===== src/hw/rtl/kpht_pkg.sv =====
`default_nettype none

package kpht_pkg;

  localparam int KEY_IDX_W  = 4;
  localparam int TICK_W     = 32;
  localparam int CFG_W      = 16;
  localparam int CFG_IDX_W  = 4;
  localparam int CODE_W     = 8;
  localparam int EVENT_W    = 2;

  localparam logic [CFG_W-1:0] DEBOUNCE_RESET = 16'd40;
  localparam logic [CFG_W-1:0] HOLD_RESET     = 16'd500;

  localparam logic [CFG_IDX_W-1:0] REG_DEBOUNCE = 4'd0;
  localparam logic [CFG_IDX_W-1:0] REG_HOLD     = 4'd1;

  localparam logic [EVENT_W-1:0] EV_PUSH   = 2'd0;
  localparam logic [EVENT_W-1:0] EV_HOLD   = 2'd1;
  localparam logic [EVENT_W-1:0] EV_FINISH = 2'd2;

  typedef enum logic [3:0] {
    PH_IDLE   = 4'b0001,
    PH_PUSHED = 4'b0010,
    PH_HELD   = 4'b0100,
    PH_DONE   = 4'b1000
  } key_phase_t;

  function automatic logic [CODE_W-1:0] keypad_glyph(input logic [KEY_IDX_W-1:0] idx);
    logic [CODE_W-1:0] c;
    unique case (idx)
      4'd0:    c = "1";
      4'd1:    c = "2";
      4'd2:    c = "3";
      4'd3:    c = "A";
      4'd4:    c = "4";
      4'd5:    c = "5";
      4'd6:    c = "6";
      4'd7:    c = "B";
      4'd8:    c = "7";
      4'd9:    c = "8";
      4'd10:   c = "9";
      4'd11:   c = "C";
      4'd12:   c = "*";
      4'd13:   c = "0";
      4'd14:   c = "#";
      default: c = "D";
    endcase
    return c;
  endfunction

endpackage

`default_nettype wire


===== src/hw/rtl/keypad_press_hold_tracker.sv =====
// Keypad press/hold tracker for a 4x4 matrix keypad.
//
// Input channel (in_valid/in_stall): one key sample per transfer, giving the
// key index, whether it reads as pressed, and the current millisecond tick.
// Output channel (out_valid/out_stall): zero or one event per sample, giving
// the key's ASCII character and the event kind (push, hold or finish).
// Configuration channel (cfg_valid/cfg_ready): writes the debounce time
// (index 0) and the hold time (index 1); other indexes are dropped. It is
// always ready and should only be used while no samples are in flight.
//
// An input transfer is held in the input register, and its event is
// registered in the result register. Throughput is one sample per cycle
// while the receiver does not stall: the per-key phase and change-tick store
// is read and updated between the registers and written back as the result
// register loads, so back-to-back samples of a key see each other's updates.
// Reset puts every key idle with a change tick of zero and loads the
// default register values. While the receiver stalls with a result waiting,
// the sample in the input register holds and in_stall is raised.
`default_nettype none

module keypad_press_hold_tracker
  import kpht_pkg::*;
#(
  parameter int NUM_KEYS = 16
) (
  input  wire                   clk,
  input  wire                   rst_n,
  input  wire                   in_valid,
  output logic                  in_stall,
  input  wire [KEY_IDX_W-1:0]   in_key_index,
  input  wire                   in_pressed,
  input  wire [TICK_W-1:0]      in_now_tick,
  output logic                  out_valid,
  input  wire                   out_stall,
  output logic [CODE_W-1:0]     out_key_code,
  output logic [EVENT_W-1:0]    out_key_event,
  input  wire                   cfg_valid,
  output logic                  cfg_ready,
  input  wire [CFG_IDX_W-1:0]   cfg_index,
  input  wire [CFG_W-1:0]       cfg_data
);

  // Only sixteen indexes can be addressed, so larger key counts store no more.
  localparam int DEPTH = (NUM_KEYS < 16) ? NUM_KEYS : 16;
  localparam int IDX_W = (DEPTH > 1) ? $clog2(DEPTH) : 1;

  logic [CFG_W-1:0]     debounce_r;
  logic [CFG_W-1:0]     hold_r;

  key_phase_t           phase_r [DEPTH];
  logic [TICK_W-1:0]    tick_r  [DEPTH];

  logic                 s1_valid_r;
  logic [KEY_IDX_W-1:0] s1_key_r;
  logic                 s1_pressed_r;
  logic [TICK_W-1:0]    s1_now_r;

  logic                 out_valid_r;
  logic [CODE_W-1:0]    out_code_r;
  logic [EVENT_W-1:0]   out_event_r;

  logic                 advance;
  logic                 in_range;
  logic [IDX_W-1:0]     rd_idx;
  key_phase_t           phase_rd;
  logic [TICK_W-1:0]    tick_rd;
  logic [TICK_W-1:0]    elapsed;
  logic                 qualified;
  key_phase_t           phase_nxt;
  logic                 tick_upd;
  logic                 emit;
  logic [EVENT_W-1:0]   event_nxt;

  assign cfg_ready = 1'b1;

  always_ff @(posedge clk) begin
    if (!rst_n) begin
      debounce_r <= DEBOUNCE_RESET;
      hold_r     <= HOLD_RESET;
    end else if (cfg_valid && cfg_ready) begin
      if (cfg_index == REG_DEBOUNCE) begin
        debounce_r <= cfg_data;
      end else if (cfg_index == REG_HOLD) begin
        hold_r <= cfg_data;
      end
    end
  end

  // A valid input sample holds while a result waits on a stalled receiver.
  assign advance  = !(out_valid_r && out_stall);
  assign in_stall = s1_valid_r && !advance;

  always_ff @(posedge clk) begin
    if (!rst_n) begin
      s1_valid_r <= 1'b0;
    end else if (!in_stall) begin
      s1_valid_r <= in_valid;
    end
  end

  always_ff @(posedge clk) begin
    if (!in_stall && in_valid) begin
      s1_key_r     <= in_key_index;
      s1_pressed_r <= in_pressed;
      s1_now_r     <= in_now_tick;
    end
  end

  assign in_range  = 32'(s1_key_r) < NUM_KEYS;
  assign rd_idx    = IDX_W'(s1_key_r);
  assign phase_rd  = phase_r[rd_idx];
  assign tick_rd   = tick_r[rd_idx];
  assign elapsed   = s1_now_r - tick_rd;
  assign qualified = in_range && (elapsed >= {{(TICK_W-CFG_W){1'b0}}, debounce_r});

  always_comb begin
    phase_nxt = phase_rd;
    tick_upd  = 1'b0;
    emit      = 1'b0;
    event_nxt = EV_PUSH;
    unique case (phase_rd)
      PH_IDLE: begin
        if (s1_pressed_r) begin
          phase_nxt = PH_PUSHED;
          tick_upd  = 1'b1;
          emit      = 1'b1;
          event_nxt = EV_PUSH;
        end
      end
      PH_PUSHED: begin
        if (!s1_pressed_r) begin
          phase_nxt = PH_DONE;
          tick_upd  = 1'b1;
          emit      = 1'b1;
          event_nxt = EV_FINISH;
        end else if (elapsed >= {{(TICK_W-CFG_W){1'b0}}, hold_r}) begin
          phase_nxt = PH_HELD;
          emit      = 1'b1;
          event_nxt = EV_HOLD;
        end
      end
      PH_HELD: begin
        if (!s1_pressed_r) begin
          phase_nxt = PH_DONE;
          tick_upd  = 1'b1;
          emit      = 1'b1;
          event_nxt = EV_FINISH;
        end
      end
      PH_DONE: begin
        phase_nxt = PH_IDLE;
      end
      default: begin
        phase_nxt = PH_IDLE;
      end
    endcase
  end

  always_ff @(posedge clk) begin
    if (!rst_n) begin
      for (int i = 0; i < DEPTH; i++) begin
        phase_r[i] <= PH_IDLE;
        tick_r[i]  <= '0;
      end
    end else if (s1_valid_r && advance && qualified) begin
      phase_r[rd_idx] <= phase_nxt;
      if (tick_upd) begin
        tick_r[rd_idx] <= s1_now_r;
      end
    end
  end

  always_ff @(posedge clk) begin
    if (!rst_n) begin
      out_valid_r <= 1'b0;
    end else if (advance) begin
      out_valid_r <= s1_valid_r && qualified && emit;
    end
  end

  always_ff @(posedge clk) begin
    if (advance) begin
      out_code_r  <= keypad_glyph(s1_key_r);
      out_event_r <= event_nxt;
    end
  end

  assign out_valid     = out_valid_r;
  assign out_key_code  = out_code_r;
  assign out_key_event = out_event_r;

endmodule

`default_nettype wire


===== config.mk =====
export PLATFORM = sky130hd
export DESIGN_NAME = keypad_press_hold_tracker
export DESIGN_NICKNAME = d
export VERILOG_FILES = /design/src/hw/rtl/kpht_pkg.sv /design/src/hw/rtl/keypad_press_hold_tracker.sv
export SDC_FILE = /design/constraint.sdc
export NUM_CORES = 1
export LEC_CHECK = 0
export BUFFER_PORTS_ARGS = -buffer_cell sky130_fd_sc_hd__buf_2
export CAP_MARGIN = 10
export CORE_MARGIN = 8
export CORE_UTILIZATION = 45
export CTS_CLUSTER_DIAMETER = 40
export CTS_CLUSTER_SIZE = 25
export DETAILED_ROUTE_END_ITERATION = 8
export MAX_ROUTING_LAYER = met4
export SLEW_MARGIN = 5
export SYNTH_ARGS = -nofsm -noshare
export SYNTH_HDL_FRONTEND = slang
export SYNTH_SLANG_ARGS = --single-unit
export TNS_END_PERCENT = 5

===== constraint.sdc =====
create_clock -name clk -period 11.85 [get_ports clk]
set_input_delay 0 -clock clk [delete_from_list [all_inputs] [get_ports clk]]
set_output_delay 0 -clock clk [all_outputs]
set_load 0.01 [all_outputs]

# == Yosys cells after proc, flatten, opt, wreduce, memory -nomap -nowiden ==
# Memories as Yosys holds them, arrays and structs flattened. A register that Yosys moved wholly into a read port is not among the register bits.
# Index checks and enable logic that the tools add are counted.
# op_classes
addsub,1
order_cmp,2
eq_ne,4
n_mux,31
bitwise_logic,1
reduce_logical,16
# op_table
operator,count
$ge 32x16->1,2
$mux 4,9
$mux 32,1
$reduce_or 32->1,1
$sub 32x32->32,1
$mux 1,15
$pmux 4 s3,1
$eq 4x1->1 const B,2
$logic_and 1x1->1,7
$eq 4x2->1 const B,1
$eq 4x3->1 const B,1
$logic_not 4->1,1
$mux 2,2
$pmux 2 s2,1
$reduce_or 4->1,1
$logic_not 1->1,3
$pmux 1 s3,1
$reduce_and 3->1,1
$pmux 1 s2,1
$reduce_and 2->1,1
$reduce_or 2->1,1
$not 1->1,1
# totals
regBits,81
ramBits,576
mem_bits_ro,112
input_bits,62
output_inout_bits,13
elab_cells,67
mem_count,3
# memory_table
name,depth,word_bits,rd,rd_ports_with_merged_regs,wr,line_no,rtl
tick_r,16,32,1,1,16,keypad_press_hold_tracker.sv:51,logic [TICK_W-1:0] tick_r [DEPTH];
(no name shown),16,7,1,1,0,kpht_pkg.sv:31,unique case (idx)
phase_r,16,4,1,1,16,keypad_press_hold_tracker.sv:50,key_phase_t phase_r [DEPTH];

# == Depth between registers and ports, before layout ==
# Gate-level depths: netlist of run 1.
# depth
ltp_word,9
depth_mapped,29
mapped_depth_nobuf,21

# == Least setup slack after synthesis of run 1 ==
# Ideal clock, no wire load.
# synth_path
path_kind,reg-to-reg
start,register with a tool-made name
end,"memory tick_r[2][0], enable pin"
setup_ns,0.466
t_arrival_ns,7.840
required_time_ns,11.384
setup_slack_ns,3.544
path_stages_with_launch,25
n_path_buf,7
period_less_slack_ns,8.306
cell_sequence,dfxtp_1 -> buf_4 -> buf_6 -> buf_2 -> buf_1 -> buf_1 -> mux4_2 -> mux4_2 -> ha_1 -> fa_1 -> nand2b_1 -> a21oi_1 -> o21ai_0 -> nand2b_1 -> a21oi_1 -> xnor2_1 -> ha_1 -> nand3_1 -> nor3_1 -> a2111oi_0 -> a21oi_1 -> buf_6 -> nand2_4 -> buf_2 -> o21ai_0
# synth_lines
element,line_no
to (decl),keypad_press_hold_tracker.sv:51

==> flow_summary.yaml, run 1 <==
sta:
  rsz0062_at_grt: "false"
  fmax_ghz: 0.117
  fin_skew_ns: 0.0319
  period_needed_ns: 8.52
  maxSlewHeadroom: 0.170
  finalHoldViolCount: 0
  fin_tns_setup_ns: 0
  tightest_slew_ns: 1.21
  drv_slew: 0
  finalCritPeriodShare: 0.719
  final-setup-viol-count: 0
run:
  maxCapViolations: 0
drt:
  via_per_inst: 5.83
  drtAntennaViolNets: 0
  drt_iter0_markers: 2236
  wirelength_um: 84800
  first_pass_iters: 6
  wl_per_cell_um: 24.9
  vias: 19815
  remaining_drc_errors: 0
pwr:
  p_leak_nw: 12.1
  peakVddDrop_mv: 0.122
  finalPower_mw: 6.41
  cellPowerDensity_nw_per_um2: 178
worst_setup_path:
  crit_type: "reg2reg"
  r2r-end: "tick_r[6][22]"
  critical_path_required_ns: 12.20
  rrSetupSlack_ns: 3.33
  cp_max_fo: 81
  end_kind: "register"
  cp.arrival_ns: 8.87
  crit_path_start_kind: "register"
  worstRegToRegCells: 20
worst_hold_path:
  whs_endpoint: "s1_now_r[1]"
  min_from: "in_now_tick[1]"
  hold_path_class: "in2reg"
  worstHoldPathCells: 2
floorplan:
  die_w_um: 278
  core_area_um2: 68300
  rows: 96
  die_area_um2: 77500
  start_util: 0.454
  pin_count: 75
  die_h_um: 278
clock_network:
  clk_pin_slew_worst_paths_ns: 0.06
  post_cts_buffers: 0
  cts_max_level: 3
  cts_tree: "built"
  ctsHoldBuffers: 65
  clkLatencyLatePin_ns: 0.65
  numCtsBuffers: 97
  cts_resized: 0
  clk_path_buf_depth: 3
  clock_sinks: 660
  clockRootBuffer: "clkbuf_16"
placed_design:
  hpwl_um: 47600
  dp_cells: 3153
  post_dp_cell_area_um2: 32100
  portBuffers: 72
  gp_congestion: 0.870
cells_and_area:
  final_cells: 3401
  antennaDiodeCount: 0
  drive_gt1_frac: 0.201
  design_area_um2: 36100
  layout.nets: 2568
  area_growth_pct: 16.6
yosys:
  avgSynthCellArea_um2: 13.4
  yosysWarnings: 0
  yosysSeqAreaShare: 0.627
  synth_nets: 2442
  synth_cells: 2309
  async_reset_ff_frac: 0
  synth_cell_types: 57
  synth_flop_cell: "edfxtp_1"
  synth_edf_count: 622
  syn-cell-area_um2: 31000
  ys_ff_latch: 660
grt:
  grt_pass1_wl_um: 127000
  overflow: 0
  antenna_found_initial: 0
  grt_max_degree: 96
  grt_usage: 0.224
  grt_pass1_vias: 20403
status:
  status: "finished clean"
state kept, by name, summed over array words and instances, names as in the netlist, named ones only:
register,cells
tick_r,512
phase_r,64
s1_now_r,32
debounce_r,16
hold_r,16
out_key_code,7
rd_idx,4
out_key_event,2
out_valid,1
s1_pressed_r,1
s1_valid_r,1
power breakdown:
part	switching [mW]	internal (mW)	leakage (nW)
sequential	0.0534	2.63	6.66
combinational	0.466	0.302	3.80
clock	1.12	1.84	1.63
total	1.64	4.77	12.1
synthesized netlist by cell type (4+ instances only):
cell type,count,share of area
a21boi_0,27,0.0065
dfxtp_1,38,0.025
o221ai_1,4,0.0011
o21ai_0,73,0.012
ha_1,70,0.028
buf_1,10,0.0012
nor3_1,35,0.0057
inv_1,72,0.0087
nand2b_1,17,0.0034
o21a_1,11,0.0027
mux4_2,179,0.13
nor3b_1,4,0.00097
mux2i_1,5,0.0016
nor2b_1,6,0.0012
a2111oi_0,4,0.0011
clkbuf_1,50,0.0061
xor2_1,13,0.0037
buf_2,39,0.0063
nand3_1,23,0.0037
xnor2_1,8,0.0023
a211oi_1,5,0.0012
edfxtp_1,622,0.60
nand2_1,239,0.029
buf_4,12,0.0029
a31oi_1,4,0.00081
nor2_2,4,0.00081
or2_2,7,0.0014
buf_6,35,0.013
nor4_1,5,0.0010
nor2_1,562,0.068
a21o_1,10,0.0024
a21oi_1,50,0.0081
nand4_1,6,0.0012
and2_1,6,0.0012
o211ai_1,13,0.0031
nor3_2,10,0.0032
layout by cell type (no fill, tap or decap), drive strengths merged, types with 38 or more instances in the layout:
cell / count
a21oi: 50
buf: 108
clkbuf: 112
dfxtp: 38
dlygate4sd3: 65
edfxtp: 622
ha: 70
inv: 94
mux4: 179
nand2: 243
nor2: 566
nor3: 45
o21ai: 73
through the flow:
stage                     hold slack, ns   util  setup WS (ns)
after global routing              0.0497  0.529           2.79
after detailed placement           0.178  0.470           3.19
after floorplan                   0.0989      -           3.54
final                             0.0605  0.529           3.33
after global placement             0.177  0.470           3.35
after CTS                         0.0310  0.529           3.20
cells by family after synthesis:
kind of cell,count (synthesis),share of synthesized area
xor gates and xnor gates,21,0.00593
DFF,660,0.627
adders and majority gates,71,0.0289
muxes,186,0.132
other,2,0.000242
AOI/OAI and AO/OA,215,0.0432
and+or+nand+nor,936,0.124
buffers and inverters,218,0.0379
critical path, stage by stage (launching register included):
cell and delay [ns]:
dfxtp_4 0.79, buf_4 0.77, mux4_2 0.61, mux4_2 0.51
inv_1 0.08, ha_1 0.22, nor2b_1 0.15, o2111a_1 0.30
or2_2 0.30, xor2_1 0.32, ha_1 0.32, a2111oi_0 0.36
o21ai_0 0.15, a31oi_1 0.18, nor3_1 0.07, a2111oi_0 1.01
a21oi_2 0.11, buf_4 0.28, nand2_8 0.55, buf_4 0.86
nor2_1 0.12
cell type report:
type                       instances  area (µm²)
timing repair buffer             173        1290
sequential                       660       19500
multi-input combinational       1431       10600
tap                              882        1100
clock buffer                     112        2550
fill                            5613       32200
clock inverter                    71         845
inverter                          72         270
layer usage:
metal,vias up,global-route usage,part of all wire
met1,10096,0.285,0.41
met4,0,0.0684,0.026
met5,-,-,0
met2,817,0.367,0.50
li1,8757,-,-
met3,145,0.0375,0.072
worst max path at each step:
stage | start | end | slack, ns | depth (start not counted)
6_report | register | tick_r[6][22] | 3.33 | 20
5_1_grt | register | tick_r[9][17] | 2.79 | 20
4_1_cts | register | tick_r[9][20] | 3.20 | 20
3_5_place_dp | register | tick_r[6][22] | 3.19 | 20
3_3_place_gp | register | tick_r[1][5] | 3.35 | 20
2_1_floorplan | register | tick_r[2][0] | 3.54 | 24
No activity file was read; power rests on OpenSTA's default activity.
==> run 2: changes to the inputs <==
==> constraint.sdc (replaced) <==
create_clock -name clk -period 7.27 [get_ports clk]
set_input_delay 0 -clock clk [delete_from_list [all_inputs] [get_ports clk]]
set_output_delay 0 -clock clk [all_outputs]
set_load 0.01 [all_outputs]
==> run 2 against run 1 <==
Effect of this change:
- first-iteration DRC count down 0.54%
- design area up 2.0%
- clock-buffer cell count down 8
- clock skew down 0.010 ns
- clock power up 74%
- sequential power up 63%
- critical path depth up 1
- critical path type unchanged
- largest power group unchanged
==> flow_summary.yaml, run 2 (synthesized netlist as in run 1, its figures left out) <==
sta:
  rsz0062_at_grt: "false"
  final-setup-viol-count: 0
  finalCritPeriodShare: 0.929
  fmax_ghz: 0.148
  fin_skew_ns: 0.0217
  period_needed_ns: 6.76
  maxSlewHeadroom: 0.356
  finalHoldViolCount: 0
  fin_tns_setup_ns: 0
  tightest_slew_ns: 0.966
  finalWorstSetupSlack_ns: 0.514
  drv_slew: 0
cells_and_area:
  regMostFlops: "tick_r"
  multi_input_area_um2: 10600
  mostFrequentLayoutCells: "622 x edfxtp_1, 562 x nor2_1, 238 x nand2_1, 179 x mux4_2, 101 x clkbuf_16"
  reg_top3: "tick_r: 512 flops, phase_r: 64 flops, s1_now_r: 32 flops"
  layout.nets: 2603
  largest_register_ffs: 512
  drive_gt1_frac: 0.218
  nFillCells: 5579
  final_cells: 3439
  utilization: 0.539
  antennaDiodeCount: 0
  regArea_um2: 19500
  area_growth_pct: 18.9
  layout_commonest_cell: "edfxtp_1"
floorplan:
  die_area_um2: 77500
  die_h_um: 278
  die_w_um: 278
  rows: 96
  start_util: 0.454
  pin_count: 75
  core_area_um2: 68300
clock_network:
  clockRootBuffer: "clkbuf_16"
  clk_path_buf_depth: 3
  cts_max_level: 3
  cts_resized: 0
  cts_tree: "built"
  clk_pin_slew_worst_paths_ns: 0.06
  clkLatencyLatePin_ns: 0.66
  numCtsBuffers: 100
  clock_sinks: 660
worst_hold_path:
  min_from: "in_now_tick[11]"
  whs_endpoint: "s1_now_r[11]"
  worstHoldPathCells: 2
  hold_path_class: "in2reg"
worst_setup_path:
  rrSetupSlack_ns: 0.51
  path_cells: "buf_12 > mux4_2 > mux4_2 > inv_1 > ha_1 > nor2b_1 > o2111a_1 > or2_2 > xor2_1 > ha_1 > a2111oi_0 > o21ai_0 > a31oi_1 > nor3_1 > a2111oi_0 > buf_4 > a21oi_2 > buf_4 > nand2_4 > buf_12 > nor2_1"
  cp.arrival_ns: 7.12
  cp_max_fo: 131
  crit_path_top_delay_cell: "dfxtp_4"
  crit_type: "reg2reg"
  critical_path_required_ns: 7.64
  r2r-end: "tick_r[5][19]"
  worstRegToRegCells: 21
  end_kind: "register"
  cpPeakStageDelay_ns: 0.63
  crit_path_start_kind: "register"
drt:
  drt_iter0_markers: 2224
  wl_per_cell_um: 25.4
  first_pass_iters: 6
  wirelength_um: 87300
  via_per_inst: 5.88
  drtAntennaViolNets: 0
  vias: 20220
  remaining_drc_errors: 0
pwr:
  p_int_mw: 8.00
  combPwrFrac: 0.120
  switching_power_mw: 2.82
  peakVddDrop_mv: 0.193
  cellPowerDensity_nw_per_um2: 294
  p_leak_nw: 12.4
  p_seq_frac: 0.404
  p_clk_frac: 0.477
  switching_share: 0.261
grt:
  grt_max_degree: 132
  grt_pass1_wl_um: 131000
  grt_usage: 0.231
  grt_pass1_vias: 20506
  antenna_found_initial: 0
  overflow: 0
placed_design:
  gp_congestion: 0.891
  portBuffers: 72
  dp_cells: 3184
  hpwl_um: 52600
  pre_cts_ws_ns: 0.567
status:
  status: "finished clean"
run:
  maxCapViolations: 0
## run 2: changes by cell type in the layout (fill, tap and decap cells not counted), sizes merged
cell and delta:
buf +32, bufinv +4, clkbuf -8, clkinv -1, clkinvlp +5, inv +6
## run 2: layer usage
layer / GRT usage / wire length, µm / vias up
met5: - / 0 / -
met4: 0.0747 / 2400 / 0
met3: 0.0367 / 7110 / 147
met2: 0.367 / 42500 / 942
met1: 0.304 / 35300 / 10297
li1: - / - / 8834
## run 2: worst max-delay path by stage
stage,start,endpoint,slack (ns),cells past startpoint
finish,register,tick_r[5][19],0.51,21
global route,register,tick_r[13][13],0.15,21
CTS,register,tick_r[13][10],0.52,21
detailed placement,register,tick_r[13][10],0.57,21
global placement,register,tick_r[1][18],0.62,20
floorplan,register,tick_r[11][0],-0.17,24
## run 2: what timing repair did
item | CTS | global route
hold endpoints to repair | 75 | 0
buffers inserted | 0 | 0
endpoints found under the setup margin | 0 | 0
hold buffers | 65 | 0
## run 2: area by class of cell
type / instances / area share
clock inverters: 85 / 0.0309
well taps: 882 / 0.0300
clock buffers: 104 / 0.0689
repair buffers: 205 / 0.0465
multi-input cells: 1431 / 0.288
inverters: 72 / 0.00734
flip-flops and latches: 660 / 0.528
## run 2: critical path, delay by kind of cell, from the launching register on
kind	cells	cell delay [ns]
buffers and inverters	5	1.33
flip-flops	1	0.63
AND/OR/NAND/NOR	5	0.81
multiplexers	2	1.08
adder cells (fa/ha/maj)	2	0.55
XOR/XNOR	1	0.43
AO/OA/AOI/OAI	6	1.48
## run 2: metrics by stage
step / power [mW] / instance area (µm²) / hold WS [ns]
3_5_place_dp: 5.71 / 32500 / 0.178
6_report: 10.8 / 36800 / 0.0457
5_1_grt: 11.2 / 36800 / 0.0471
4_1_cts: 10.9 / 36800 / 0.0192
3_3_place_gp: 5.69 / 32500 / 0.177
2_1_floorplan: 5.24 / 31000 / 0.0989
## run 2: power groups by stage
stage / combinational (mW) / sequential [mW] / clock (mW)
floorplan: 0.843 / 4.40 / 0
global placement: 1.25 / 4.44 / 0
detailed placement: 1.26 / 4.45 / 0
CTS: 1.29 / 4.37 / 5.22
global route: 1.40 / 4.38 / 5.38
finish: 1.30 / 4.37 / 5.16
